==> config.mk <==
export PLATFORM = sky130hd
export DESIGN_NAME = scalar_kalman_filter_multichannel_flat
export DESIGN_NICKNAME = d
export VERILOG_FILES = /design/src/kfm_pkg.sv /design/src/kfm_if.sv /design/src/scalar_kalman_filter_multichannel.sv /design/src/flat_wrapper.sv
export SDC_FILE = /design/constraint.sdc
export NUM_CORES = 2
export LEC_CHECK = 0
export BUFFER_PORTS_ARGS = -buffer_cell sky130_fd_sc_hd__buf_2
export CORE_ASPECT_RATIO = 0.8
export CORE_UTILIZATION = 50
export CTS_BUF_LIST = sky130_fd_sc_hd__clkbuf_8
export DETAILED_ROUTE_END_ITERATION = 8
export HOLD_SLACK_MARGIN = 0.15
export PLACE_DENSITY = 0.66
export SETUP_SLACK_MARGIN = 0.05
export SLEW_MARGIN = 20
export SYNTH_ARGS = -nofsm -noshare
export SYNTH_HDL_FRONTEND = slang
export SYNTH_SLANG_ARGS = --single-unit
==> constraint.sdc <==
create_clock -name i_clk -period 23.5 [get_ports i_clk]
set_input_delay 5.875 -clock i_clk [delete_from_list [all_inputs] [get_ports i_clk]]
set_output_delay 5.875 -clock i_clk [all_outputs]
set_load 0.005 [all_outputs]
==> src/kfm_pkg.sv <==
// ----------------------------------------------------------------------------
// kfm_pkg: shared types and constants of the multichannel Kalman filter
// Fixed widths of the Q16.16 datapath, register indexes and controller states.
// ----------------------------------------------------------------------------
package kfm_pkg;

    // Field widths fixed by the data format.
    localparam int DATA_W    = 32;
    localparam int SAMPLE_W  = 16;
    localparam int FRAC_W    = 16;
    localparam int GAIN_W    = FRAC_W + 1;
    localparam int CFG_IDX_W = 2;
    localparam int CNT_W     = 5;

    // Last step of the serial divider and of the serial multipliers.
    localparam logic [CNT_W-1:0] CNT_LAST = CNT_W'(GAIN_W - 1);

    // One in Q16.16, held at gain width.
    localparam logic [GAIN_W-1:0] GAIN_ONE = GAIN_W'(1) << FRAC_W;

    // Register reset values: q = 0.1, r = 1.0.
    localparam logic [DATA_W-1:0] Q_RESET = 32'd6554;
    localparam logic [DATA_W-1:0] R_RESET = 32'd65536;

    typedef logic [CFG_IDX_W-1:0] t_cfg_idx;

    localparam t_cfg_idx REG_PROCESS_NOISE = 2'd0;
    localparam t_cfg_idx REG_MEASURE_NOISE = 2'd1;

    typedef enum logic [2:0] {
        ST_IDLE,
        ST_PRIOR,
        ST_DENOM,
        ST_DIV,
        ST_MUL,
        ST_WRITE
    } t_state;

endpackage

==> src/kfm_if.sv <==
// ----------------------------------------------------------------------------
// kfm_if: handshake channels of the multichannel Kalman filter
// Sample input, estimate output and register write channels.
// ----------------------------------------------------------------------------
interface kfm_in_if;
    logic                                 valid;
    logic                                 ready;
    logic                                 chip_index;
    logic                                 channel_index;
    logic signed [kfm_pkg::SAMPLE_W-1:0]  sample;

    modport source (output valid, chip_index, channel_index, sample, input ready);
    modport sink   (input valid, chip_index, channel_index, sample, output ready);
endinterface

interface kfm_out_if;
    logic                                valid;
    logic                                ready;
    logic signed [kfm_pkg::DATA_W-1:0]   estimate;

    modport source (output valid, estimate, input ready);
    modport sink   (input valid, estimate, output ready);
endinterface

interface kfm_cfg_if;
    logic                          valid;
    logic                          ready;
    kfm_pkg::t_cfg_idx             index;
    logic [kfm_pkg::DATA_W-1:0]    data;

    modport source (output valid, index, data, input ready);
    modport sink   (input valid, index, data, output ready);
endinterface

==> src/scalar_kalman_filter_multichannel.sv <==
// ----------------------------------------------------------------------------
// scalar_kalman_filter_multichannel: per-channel scalar Kalman filter
// A channel whose estimate is zero returns its sample unfiltered, as Q16.16;
// any other sample goes through an update step, set by the 17-step bit-serial
// gain divider followed by the two 17-step bit-serial multipliers. A new sample
// is taken only once the last result has gone into the output register.
// Reset (synchronous, active low) clears all estimates and covariances and
// loads q = 0.1 and r = 1.0; registers may be written from the next cycle on.
// ----------------------------------------------------------------------------
module scalar_kalman_filter_multichannel #(
    parameter int CHIP_COUNT        = 2,
    parameter int CHANNELS_PER_CHIP = 2
) (
    input  logic      i_clk,
    input  logic      i_rst_n,
    kfm_in_if.sink    i_in,
    kfm_out_if.source o_out,
    kfm_cfg_if.sink   i_cfg
);

    localparam int LANES  = CHIP_COUNT * CHANNELS_PER_CHIP;
    localparam int LANE_W = (LANES > 1) ? $clog2(LANES) : 1;
    localparam int DW     = kfm_pkg::DATA_W;
    localparam int GW     = kfm_pkg::GAIN_W;

    // Configuration registers.
    logic [DW-1:0] r_q;
    logic [DW-1:0] r_r;

    // Per-channel state.
    logic [DW-1:0] r_est_mem [LANES];
    logic [DW-1:0] r_cov_mem [LANES];

    // Controller.
    kfm_pkg::t_state r_state, n_state;
    logic [kfm_pkg::CNT_W-1:0] r_cnt;

    // Datapath registers.
    logic [LANE_W-1:0]                   r_lane;
    logic signed [kfm_pkg::SAMPLE_W-1:0] r_x;
    logic                                r_load;
    logic [DW-1:0]                       r_est_old;
    logic [DW-1:0]                       r_prior;
    logic signed [DW:0]                  r_diff;
    logic [DW:0]                         r_denom;
    logic                                r_dzero;
    logic [DW:0]                         r_mag;
    logic [DW+1:0]                       r_rem;
    logic                                r_inbit;
    logic [GW-1:0]                       r_gain;
    logic [GW-1:0]                       r_gsh;
    logic [GW-1:0]                       r_csh;
    logic [DW:0]                         r_acc_e;
    logic                                r_lo_e;
    logic [DW-1:0]                       r_acc_c;
    logic                                r_lo_c;

    // Output register.
    logic          r_out_valid;
    logic [DW-1:0] r_out_est;

    // Combinational signals.
    logic                  w_chip_m;
    logic                  w_chan_m;
    logic [LANE_W:0]       w_lane_sum;
    logic                  w_in_xfer;
    logic                  w_out_free;
    logic [DW-1:0]         w_x32;
    logic [DW-1:0]         w_est_rd;
    logic [DW:0]           w_prior_sum;
    logic [DW-1:0]         w_prior;
    logic [DW+1:0]         w_rem_sh;
    logic                  w_ge;
    logic [GW-1:0]         w_gain_next;
    logic [DW+1:0]         w_sum_e;
    logic [DW:0]           w_sum_c;
    logic [DW+1:0]         w_step;
    logic [DW+1:0]         w_est_upd;
    logic [DW:0]           w_cov_prod;
    logic [DW-1:0]         w_result;

    // Channel routing; indexes reduce modulo their counts.
    assign w_chip_m   = (CHIP_COUNT > 1) ? i_in.chip_index : 1'b0;
    assign w_chan_m   = (CHANNELS_PER_CHIP > 1) ? i_in.channel_index : 1'b0;
    assign w_lane_sum = (LANE_W+1)'(w_chip_m) * (LANE_W+1)'(CHANNELS_PER_CHIP)
                      + (LANE_W+1)'(w_chan_m);

    // Handshakes.
    assign i_in.ready  = (r_state == kfm_pkg::ST_IDLE);
    assign w_in_xfer   = i_in.valid && i_in.ready;
    assign w_out_free  = !r_out_valid || o_out.ready;
    assign i_cfg.ready = 1'b1;
    assign o_out.valid    = r_out_valid;
    assign o_out.estimate = r_out_est;

    // Sample as Q16.16 and the stored estimate of the active channel.
    assign w_x32    = {r_x, {kfm_pkg::FRAC_W{1'b0}}};
    assign w_est_rd = r_est_mem[r_lane];

    // Prior covariance, saturated to 32 bits.
    assign w_prior_sum = {1'b0, r_cov_mem[r_lane]} + {1'b0, r_q};
    assign w_prior     = w_prior_sum[DW] ? {DW{1'b1}} : w_prior_sum[DW-1:0];

    // One restoring division step per cycle.
    assign w_rem_sh    = {r_rem[DW:0], r_inbit};
    assign w_ge        = (w_rem_sh >= {1'b0, r_denom});
    assign w_gain_next = r_dzero ? '0 : {r_gain[GW-2:0], w_ge};

    // One bit of each multiplier per cycle, low gain bit first.
    assign w_sum_e = {1'b0, r_acc_e} + (r_gsh[0] ? {1'b0, r_mag} : '0);
    assign w_sum_c = {1'b0, r_acc_c} + (r_csh[0] ? {1'b0, r_prior} : '0);

    // Final estimate and covariance, products taken down by 16 bits.
    assign w_step     = {r_acc_e, r_lo_e};
    assign w_est_upd  = r_diff[DW] ? ({{2{r_est_old[DW-1]}}, r_est_old} - w_step)
                                   : ({{2{r_est_old[DW-1]}}, r_est_old} + w_step);
    assign w_cov_prod = {r_acc_c, r_lo_c};
    assign w_result   = r_load ? w_x32 : w_est_upd[DW-1:0];

    // Next state.
    always_comb begin
        n_state = r_state;
        case (r_state)
            kfm_pkg::ST_IDLE: begin
                if (w_in_xfer) begin
                    n_state = kfm_pkg::ST_PRIOR;
                end
            end
            kfm_pkg::ST_PRIOR: begin
                n_state = (w_est_rd == '0) ? kfm_pkg::ST_WRITE : kfm_pkg::ST_DENOM;
            end
            kfm_pkg::ST_DENOM: begin
                n_state = kfm_pkg::ST_DIV;
            end
            kfm_pkg::ST_DIV: begin
                if (r_cnt == kfm_pkg::CNT_LAST) begin
                    n_state = kfm_pkg::ST_MUL;
                end
            end
            kfm_pkg::ST_MUL: begin
                if (r_cnt == kfm_pkg::CNT_LAST) begin
                    n_state = kfm_pkg::ST_WRITE;
                end
            end
            kfm_pkg::ST_WRITE: begin
                if (w_out_free) begin
                    n_state = kfm_pkg::ST_IDLE;
                end
            end
            default: n_state = kfm_pkg::ST_IDLE;
        endcase
    end

    // Controller state and step counter.
    always_ff @(posedge i_clk) begin
        if (!i_rst_n) begin
            r_state <= kfm_pkg::ST_IDLE;
            r_cnt   <= '0;
        end else begin
            r_state <= n_state;
            if ((r_state == kfm_pkg::ST_DIV || r_state == kfm_pkg::ST_MUL)
                && r_cnt != kfm_pkg::CNT_LAST) begin
                r_cnt <= r_cnt + 1'b1;
            end else begin
                r_cnt <= '0;
            end
        end
    end

    // Configuration register writes; unknown indexes are dropped.
    always_ff @(posedge i_clk) begin
        if (!i_rst_n) begin
            r_q <= kfm_pkg::Q_RESET;
            r_r <= kfm_pkg::R_RESET;
        end else if (i_cfg.valid && i_cfg.ready) begin
            case (i_cfg.index)
                kfm_pkg::REG_PROCESS_NOISE: r_q <= i_cfg.data;
                kfm_pkg::REG_MEASURE_NOISE: r_r <= i_cfg.data;
                default: ;
            endcase
        end
    end

    // Datapath: capture, setup, serial divide, serial multiply.
    always_ff @(posedge i_clk) begin
        case (r_state)
            kfm_pkg::ST_IDLE: begin
                if (w_in_xfer) begin
                    r_lane <= w_lane_sum[LANE_W-1:0];
                    r_x    <= i_in.sample;
                end
            end
            kfm_pkg::ST_PRIOR: begin
                r_load    <= (w_est_rd == '0);
                r_est_old <= w_est_rd;
                r_prior   <= w_prior;
                r_diff    <= {w_x32[DW-1], w_x32} - {w_est_rd[DW-1], w_est_rd};
            end
            kfm_pkg::ST_DENOM: begin
                r_denom <= {1'b0, r_prior} + {1'b0, r_r};
                r_dzero <= (r_prior == '0) && (r_r == '0);
                r_mag   <= r_diff[DW] ? (DW+1)'(-r_diff) : (DW+1)'(r_diff);
                r_rem   <= {2'b00, 1'b0, r_prior[DW-1:1]};
                r_inbit <= r_prior[0];
            end
            kfm_pkg::ST_DIV: begin
                r_rem   <= w_ge ? (w_rem_sh - {1'b0, r_denom}) : w_rem_sh;
                r_inbit <= 1'b0;
                r_gain  <= {r_gain[GW-2:0], w_ge};
                if (r_cnt == kfm_pkg::CNT_LAST) begin
                    r_gsh   <= w_gain_next;
                    r_csh   <= kfm_pkg::GAIN_ONE - w_gain_next;
                    r_acc_e <= '0;
                    r_acc_c <= '0;
                end
            end
            kfm_pkg::ST_MUL: begin
                r_gsh   <= r_gsh >> 1;
                r_csh   <= r_csh >> 1;
                r_acc_e <= w_sum_e[DW+1:1];
                r_lo_e  <= w_sum_e[0];
                r_acc_c <= w_sum_c[DW:1];
                r_lo_c  <= w_sum_c[0];
            end
            default: ;
        endcase
    end

    // Channel state update at the end of a step.
    always_ff @(posedge i_clk) begin
        if (!i_rst_n) begin
            for (int i = 0; i < LANES; i++) begin
                r_est_mem[i] <= '0;
                r_cov_mem[i] <= '0;
            end
        end else if (r_state == kfm_pkg::ST_WRITE && w_out_free) begin
            r_est_mem[r_lane] <= w_result;
            if (!r_load) begin
                r_cov_mem[r_lane] <= w_cov_prod[DW-1:0];
            end
        end
    end

    // Output register; holds a result until its transfer.
    always_ff @(posedge i_clk) begin
        if (!i_rst_n) begin
            r_out_valid <= 1'b0;
        end else if (r_state == kfm_pkg::ST_WRITE && w_out_free) begin
            r_out_valid <= 1'b1;
        end else if (o_out.ready) begin
            r_out_valid <= 1'b0;
        end
    end

    always_ff @(posedge i_clk) begin
        if (r_state == kfm_pkg::ST_WRITE && w_out_free) begin
            r_out_est <= w_result;
        end
    end

endmodule

==> src/flat_wrapper.sv <==
// flat-port wrapper written by rule: the top's interface ports become plain ports
module scalar_kalman_filter_multichannel_flat 
#(
    parameter int CHIP_COUNT        = 2,
    parameter int CHANNELS_PER_CHIP = 2
)
  (i_clk, i_rst_n, i_in_valid, i_in_chip_index, i_in_channel_index, i_in_sample, i_in_ready, o_out_valid, o_out_estimate, o_out_ready, i_cfg_valid, i_cfg_index, i_cfg_data, i_cfg_ready);
  kfm_in_if i_in_i ();
  kfm_out_if o_out_i ();
  kfm_cfg_if i_cfg_i ();
  input  logic i_clk;
  input  logic i_rst_n;
  input wire logic [$bits(i_in_i.valid)-1:0] i_in_valid;
  input wire logic [$bits(i_in_i.chip_index)-1:0] i_in_chip_index;
  input wire logic [$bits(i_in_i.channel_index)-1:0] i_in_channel_index;
  input wire logic [$bits(i_in_i.sample)-1:0] i_in_sample;
  output wire logic [$bits(i_in_i.ready)-1:0] i_in_ready;
  output wire logic [$bits(o_out_i.valid)-1:0] o_out_valid;
  output wire logic [$bits(o_out_i.estimate)-1:0] o_out_estimate;
  input wire logic [$bits(o_out_i.ready)-1:0] o_out_ready;
  input wire logic [$bits(i_cfg_i.valid)-1:0] i_cfg_valid;
  input wire logic [$bits(i_cfg_i.index)-1:0] i_cfg_index;
  input wire logic [$bits(i_cfg_i.data)-1:0] i_cfg_data;
  output wire logic [$bits(i_cfg_i.ready)-1:0] i_cfg_ready;
  assign i_in_i.valid = i_in_valid;
  assign i_in_i.chip_index = i_in_chip_index;
  assign i_in_i.channel_index = i_in_channel_index;
  assign i_in_i.sample = i_in_sample;
  assign i_in_ready = i_in_i.ready;
  assign o_out_valid = o_out_i.valid;
  assign o_out_estimate = o_out_i.estimate;
  assign o_out_i.ready = o_out_ready;
  assign i_cfg_i.valid = i_cfg_valid;
  assign i_cfg_i.index = i_cfg_index;
  assign i_cfg_i.data = i_cfg_data;
  assign i_cfg_ready = i_cfg_i.ready;
  scalar_kalman_filter_multichannel #(.CHIP_COUNT(CHIP_COUNT), .CHANNELS_PER_CHIP(CHANNELS_PER_CHIP)) u_core (.i_clk(i_clk), .i_rst_n(i_rst_n), .i_in(i_in_i), .o_out(o_out_i), .i_cfg(i_cfg_i));
endmodule
After elaboration in Yosys (flattened, before gate mapping)
Memory sizes are Yosys's and may differ from the RTL's. A register that Yosys moved wholly into a read port is not among the register bits.
Index checks and enable logic that the tools add are counted.
Widths: inputs -> output; s select.
- bits in registers: 439
- bits in writable memories: 256
- bits of input ports: 57
- word-level logic and storage cells: 116
- memories: 2
- add/sub/neg operators: 12
- magnitude comparators: 1
- eq/ne operators: 12
- multiplexer cells: 41
- reductions and logical operators: 23
- memories (name ; depth ; width ; rd ports ; clocked after memory_dff ; wr ports ; RTL line ; RTL):
    u_core.r_cov_mem ; 4 ; 32 ; 1 ; 1 ; 4 ; scalar_kalman_filter_multichannel.sv:32 ; logic [DW-1:0] r_cov_mem [LANES];
    u_core.r_est_mem ; 4 ; 32 ; 1 ; 1 ; 4 ; scalar_kalman_filter_multichannel.sv:31 ; logic [DW-1:0] r_est_mem [LANES];
- operators with widths (kind ; number):
    $mux 32 ; 7
    $pmux 33 s2 ; 2
    $mux 33 ; 3
    $logic_not 32->1 ; 3
    $pmux 17 s2 ; 2
    $add 32x32->33 ; 2
    $pmux 32 s2 ; 1
    $reduce_or 32->1 ; 2
    $mux 17 ; 3
    $add 33x33->34 ; 1
    $ge 34x33->1 ; 1
    $add 32x33->33 ; 1
    $neg 33->33 ; 1
    $sub 32x32->33 ; 1
    $sub 33x33->33 ; 1
    $add 32x32->32 ; 1
    $sub 32x32->32 ; 1
    $pmux 3 s6 ; 1
    $sub 17x17->17 const A ; 1
    $mux 3 ; 5
    $mux 1 ; 12
    $reduce_and 2->1 ; 5
    $mux 2 ; 4
    $eq 3x2->1 const B ; 2
    other kinds (17) ; 26

Longest topological paths before layout
- depth in word-level cells: 8
- depth in mapped cells: 21
- mapped depth without buffers: 20

Worst setup path after synthesis
Ideal clock, no wire load.
- kind: register -> register
- start point: reg u_core.r_state[1]
- end point: reg u_core.r_acc_c[0], enable pin
- arrival time: 9.424 ns
- setup slack: 13.382 ns
- stages on the path, launching flop included: 5
- clock period less this slack: 10.118 ns
- cell sequence: dfxtp_1 > nor2b_1 > nand2_1 > clkbuf_1 > o21ai_0
- cells in the longest elaborated chain, start to end: 3
- elaborated cells between the ends (all ways): 5
- classes of those cells: eq/ne: 3; reduce/logical: 2
- RTL lines (element ; RTL line ; RTL):
    from (decl) ; scalar_kalman_filter_multichannel.sv:35 ; kfm_pkg::t_state r_state, n_state;
    from (signal assigned) ; scalar_kalman_filter_multichannel.sv:157 ; r_state <= kfm_pkg::ST_IDLE;
    from (signal assigned) ; scalar_kalman_filter_multichannel.sv:160 ; r_state <= n_state;
    $eq 3x2->1 or $eq 3x3->1 (tied branches) ; scalar_kalman_filter_multichannel.sv:186 ; case (r_state)
    $ne 2x1->1 (no source line) or $reduce_bool 2->1 (tied branches) ; -- ;
    $reduce_and 2->1 (no source line) * ; -- ;
    to (signal assigned) ; scalar_kalman_filter_multichannel.sv:222 ; r_acc_c <= w_sum_c[DW:1];
    to (decl) ; scalar_kalman_filter_multichannel.sv:55 ; logic [DW-1:0] r_acc_c;
Every way passes the cells marked *; elsewhere a longest branch is shown, timed or not.
A chain may end at the register's enable or synchronous reset.

==> flow_summary.ini <==
[run_status]
outcome = completed

[synth]
synth.top_cell.area_share_pct = 48.0
yosysMostFrequentCell = edfxtp_1
ys_types = 100
syn_area_per_cell_um2 = 10.9
synth_edf_count = 621
yosys.area.top_type = edfxtp_1
syn_inst = 3579
synthTopCellsByCount = edfxtp_1, nor2_1, nand2_1
synth_seq_area_share_pct = 51.9
syn_nets = 3858
ys_seq_elements = 696
mappedNetlistArea_um2 = 38800
yosys-top-cells-area = edfxtp_1, ha_1, dfxtp_1, nor2_1, xnor2_1
yosysWarnings = 0
synth-async-reset-ratio_pct = 0
synth_ff_type = edfxtp_1

[place]
routabilityCongestion = 0.924
port_buffers = 90
hpwl_um = 66000
dp_slack_ps = 14450
placedCellCount = 4596

[pwr]
p_leak_nw = 16.8
power-per-cell-area_nw_per_um2 = 74.1
ir_worst_vdd_mv = 0.0464

[worst_setup_path]
cp.depth = 10
crit_path_start_kind = input pin
critical_path.max_fanout = 62
arrival_ps = 8710
cp_slowest_cell = buf_4
crit_top_cell = buf_4
slowest_delay_ps = 460
crit_required_ps = 23910
cp.buffers_inverters = 5
worstReg2RegEnd = u_core.r_est_mem[2][29]
rr_startpoint = u_core.r_acc_e[6]
cp-end-kind = register
rr_worst_depth = 17
crit_family = buffers and inverters
path_cells = buf_2 -> nand2b_1 -> nand3_1 -> inv_1 -> buf_4 -> nand2_1 -> or3_2 -> buf_4 -> nand2_1 -> buf_4
reg2reg_slack_ps = 17330
path_class = in -> reg

[route]
via_per_inst = 5.67
drc = 0
ant_nets = 0
routed-wl-met3_um = 7790
drtIter0Drc = 2983
vias = 27200
wl_um = 94000
met1_length_um = 48700
wl_per_cell_um = 19.6
dr.pass1.iters = 7
wl_met2_um = 35400
top_layer = met4

[clock_network]
cts_buffers = 111
cts_resized = 0
cts_buffer_depth = 3
hold_buffers = 0
htreeDepth = 3
clock_sinks = 696
post_cts_buffers = 0
clockRootBuffer = clkbuf_8
insertion_delay_ps = 780
clk_pin_slew_worst_paths_ps = 60
cts_tree = built

[global_routing]
grt_pass1_wl_um = 145000
grt_max_degree = 80
grt_pass1_vias = 25200
grt.overflow.total = 0
grtUsageTotal_pct = 23.8
antenna_found_initial = 1

[job]
max_cap_viol_count = 0

[floorplan]
die_w_um = 314
rows = 91
ios = 92
initial_utilization_pct = 50.5
dieArea_um2 = 78800
fp.dieH_um = 251
core_um2 = 77000

[timing]
fin_crit_ps = 8300
whs_ps = 471
rsz0062_at_grt = false
maxSlewHeadroom_pct = 29.4
fin_crit_sh_pct = 35.3
fmax_mhz = 120
tightest_slew_ps = 1060
setup-violations-final = 0
fin_skew_ps = 54.3
hold_viol = 0
setup_tns_ps = 0
layout_setup_ws_ps = 15200
maxSlewViolCount = 0

[finish]
area_delta_synth_final_pct = 9.66
stdcell_count = 4801
layout.nets = 3965
drive_gt1_share_pct = 10.4

[min_path]
hp-class = reg -> reg
holdPathEnd = u_core.r_cnt[0]
holdPathStages = 1
hold_start = u_core.r_cnt[0]
[layout make-up]
class / count / area, um2
diodes: 1 / 2.50
clock buffers: 120 / 1650
clock inverters: 84 / 489
fillers: 6686 / 34400
inverters: 195 / 732
multi-input cells: 2555 / 17500
flip-flops and latches: 696 / 20200
well taps: 1023 / 1280
repair buffers: 127 / 728
[power by group]
group,internal (W),total [W],switching (W)
Sequential,0.00144,0.00150,0.0000564
Combinational,0.000260,0.000650,0.000389
Clock,0.000500,0.00101,0.000510
Total,0.00220,0.00316,0.000956
[logic make-up after synthesis]
| family | synth area share (%) |
|---|---|
| multiplexers | 4.40 |
| AND/OR/NAND/NOR | 14.6 |
| XOR/XNOR | 5.66 |
| adder cells (fa/ha/maj) | 7.27 |
| flip-flops | 51.9 |
| AO/OA/AOI/OAI | 12.9 |
| buffers and inverters | 3.24 |
| other | 0.00966 |
[through the flow]
step	total power, W	instance area [um2]	util, %
6_report	0.00316	42600	55.3
5_1_grt	0.00330	42600	55.3
4_1_cts	0.00317	42600	55.3
3_5_place_dp	0.00216	40400	52.5
3_3_place_gp	0.00215	40400	52.5
2_1_floorplan	0.00198	38800	-
[flip-flops by register name, summed over array words and instances, names as in the netlist, 17 cells and up, named ones only]
signal,flops
u_core.r_cov_mem,128
u_core.r_csh,17
u_core.r_rem,33
u_core.r_mag,33
u_core.r_r,32
u_core.r_acc_c,32
u_core.r_prior,32
u_core.r_est_old,31
u_core.r_q,32
u_core.r_est_mem,128
u_core.r_denom,33
u_core.r_gsh,17
u_core.r_acc_e,33
u_core.r_diff,33
u_core.o_out.estimate,32
[metal layers]
metal | track usage [%] | up-vias
met2 | 30.5 | 920
met1 | 39.8 | 12900
met3 | 4.33 | 137
met4 | 6.36 | 0
met5 | 0 | -
li1 | - | 13200
[layout by cell type, fill, tap and decap left out, types with 9 or more instances in the layout]
cell      count
o21a_1       33
o21ai_0     128
and2_1       88
nand2b_1     54
o211ai_1     13
o21ai_1      37
ha_1        216
clkinv_1     20
edfxtp_1    621
nor2b_1      40
o41ai_1       9
inv_1       236
nand3_1      47
mux4_2       60
a21oi_1     218
xnor2_1     168
o21bai_1     18
clkbuf_8    120
a31oi_1      24
o31ai_1      17
a21boi_0     68
or3_1        17
xor2_1       83
buf_4        37
clkinv_2     11
buf_2        90
a21o_1      111
dfxtp_1      73
nand4_1      25
mux2i_1      14
nor2_1      399
nand3b_1     10
nor3_1       61
a211oi_1     11
nor3b_1       9
nor4_1       34
mux2_2       10
and3_1       18
nand2_1     363
[worst max-delay path by stage]
stage / startpoint / end / slack, ps
5_1_grt: o_out_ready / u_core.r_est_mem[0][8] / 14970
6_report: o_out_ready / u_core.r_est_mem[0][14] / 15200
4_1_cts: o_out_ready / u_core.r_est_mem[0][7] / 15280
3_3_place_gp: o_out_ready / u_core.r_est_mem[0][1] / 14390
3_5_place_dp: o_out_ready / u_core.r_est_mem[0][2] / 14450
2_1_floorplan: u_core.r_state[1] / u_core.r_acc_c[0] / 13380
Power figures use the tool's default switching activity.
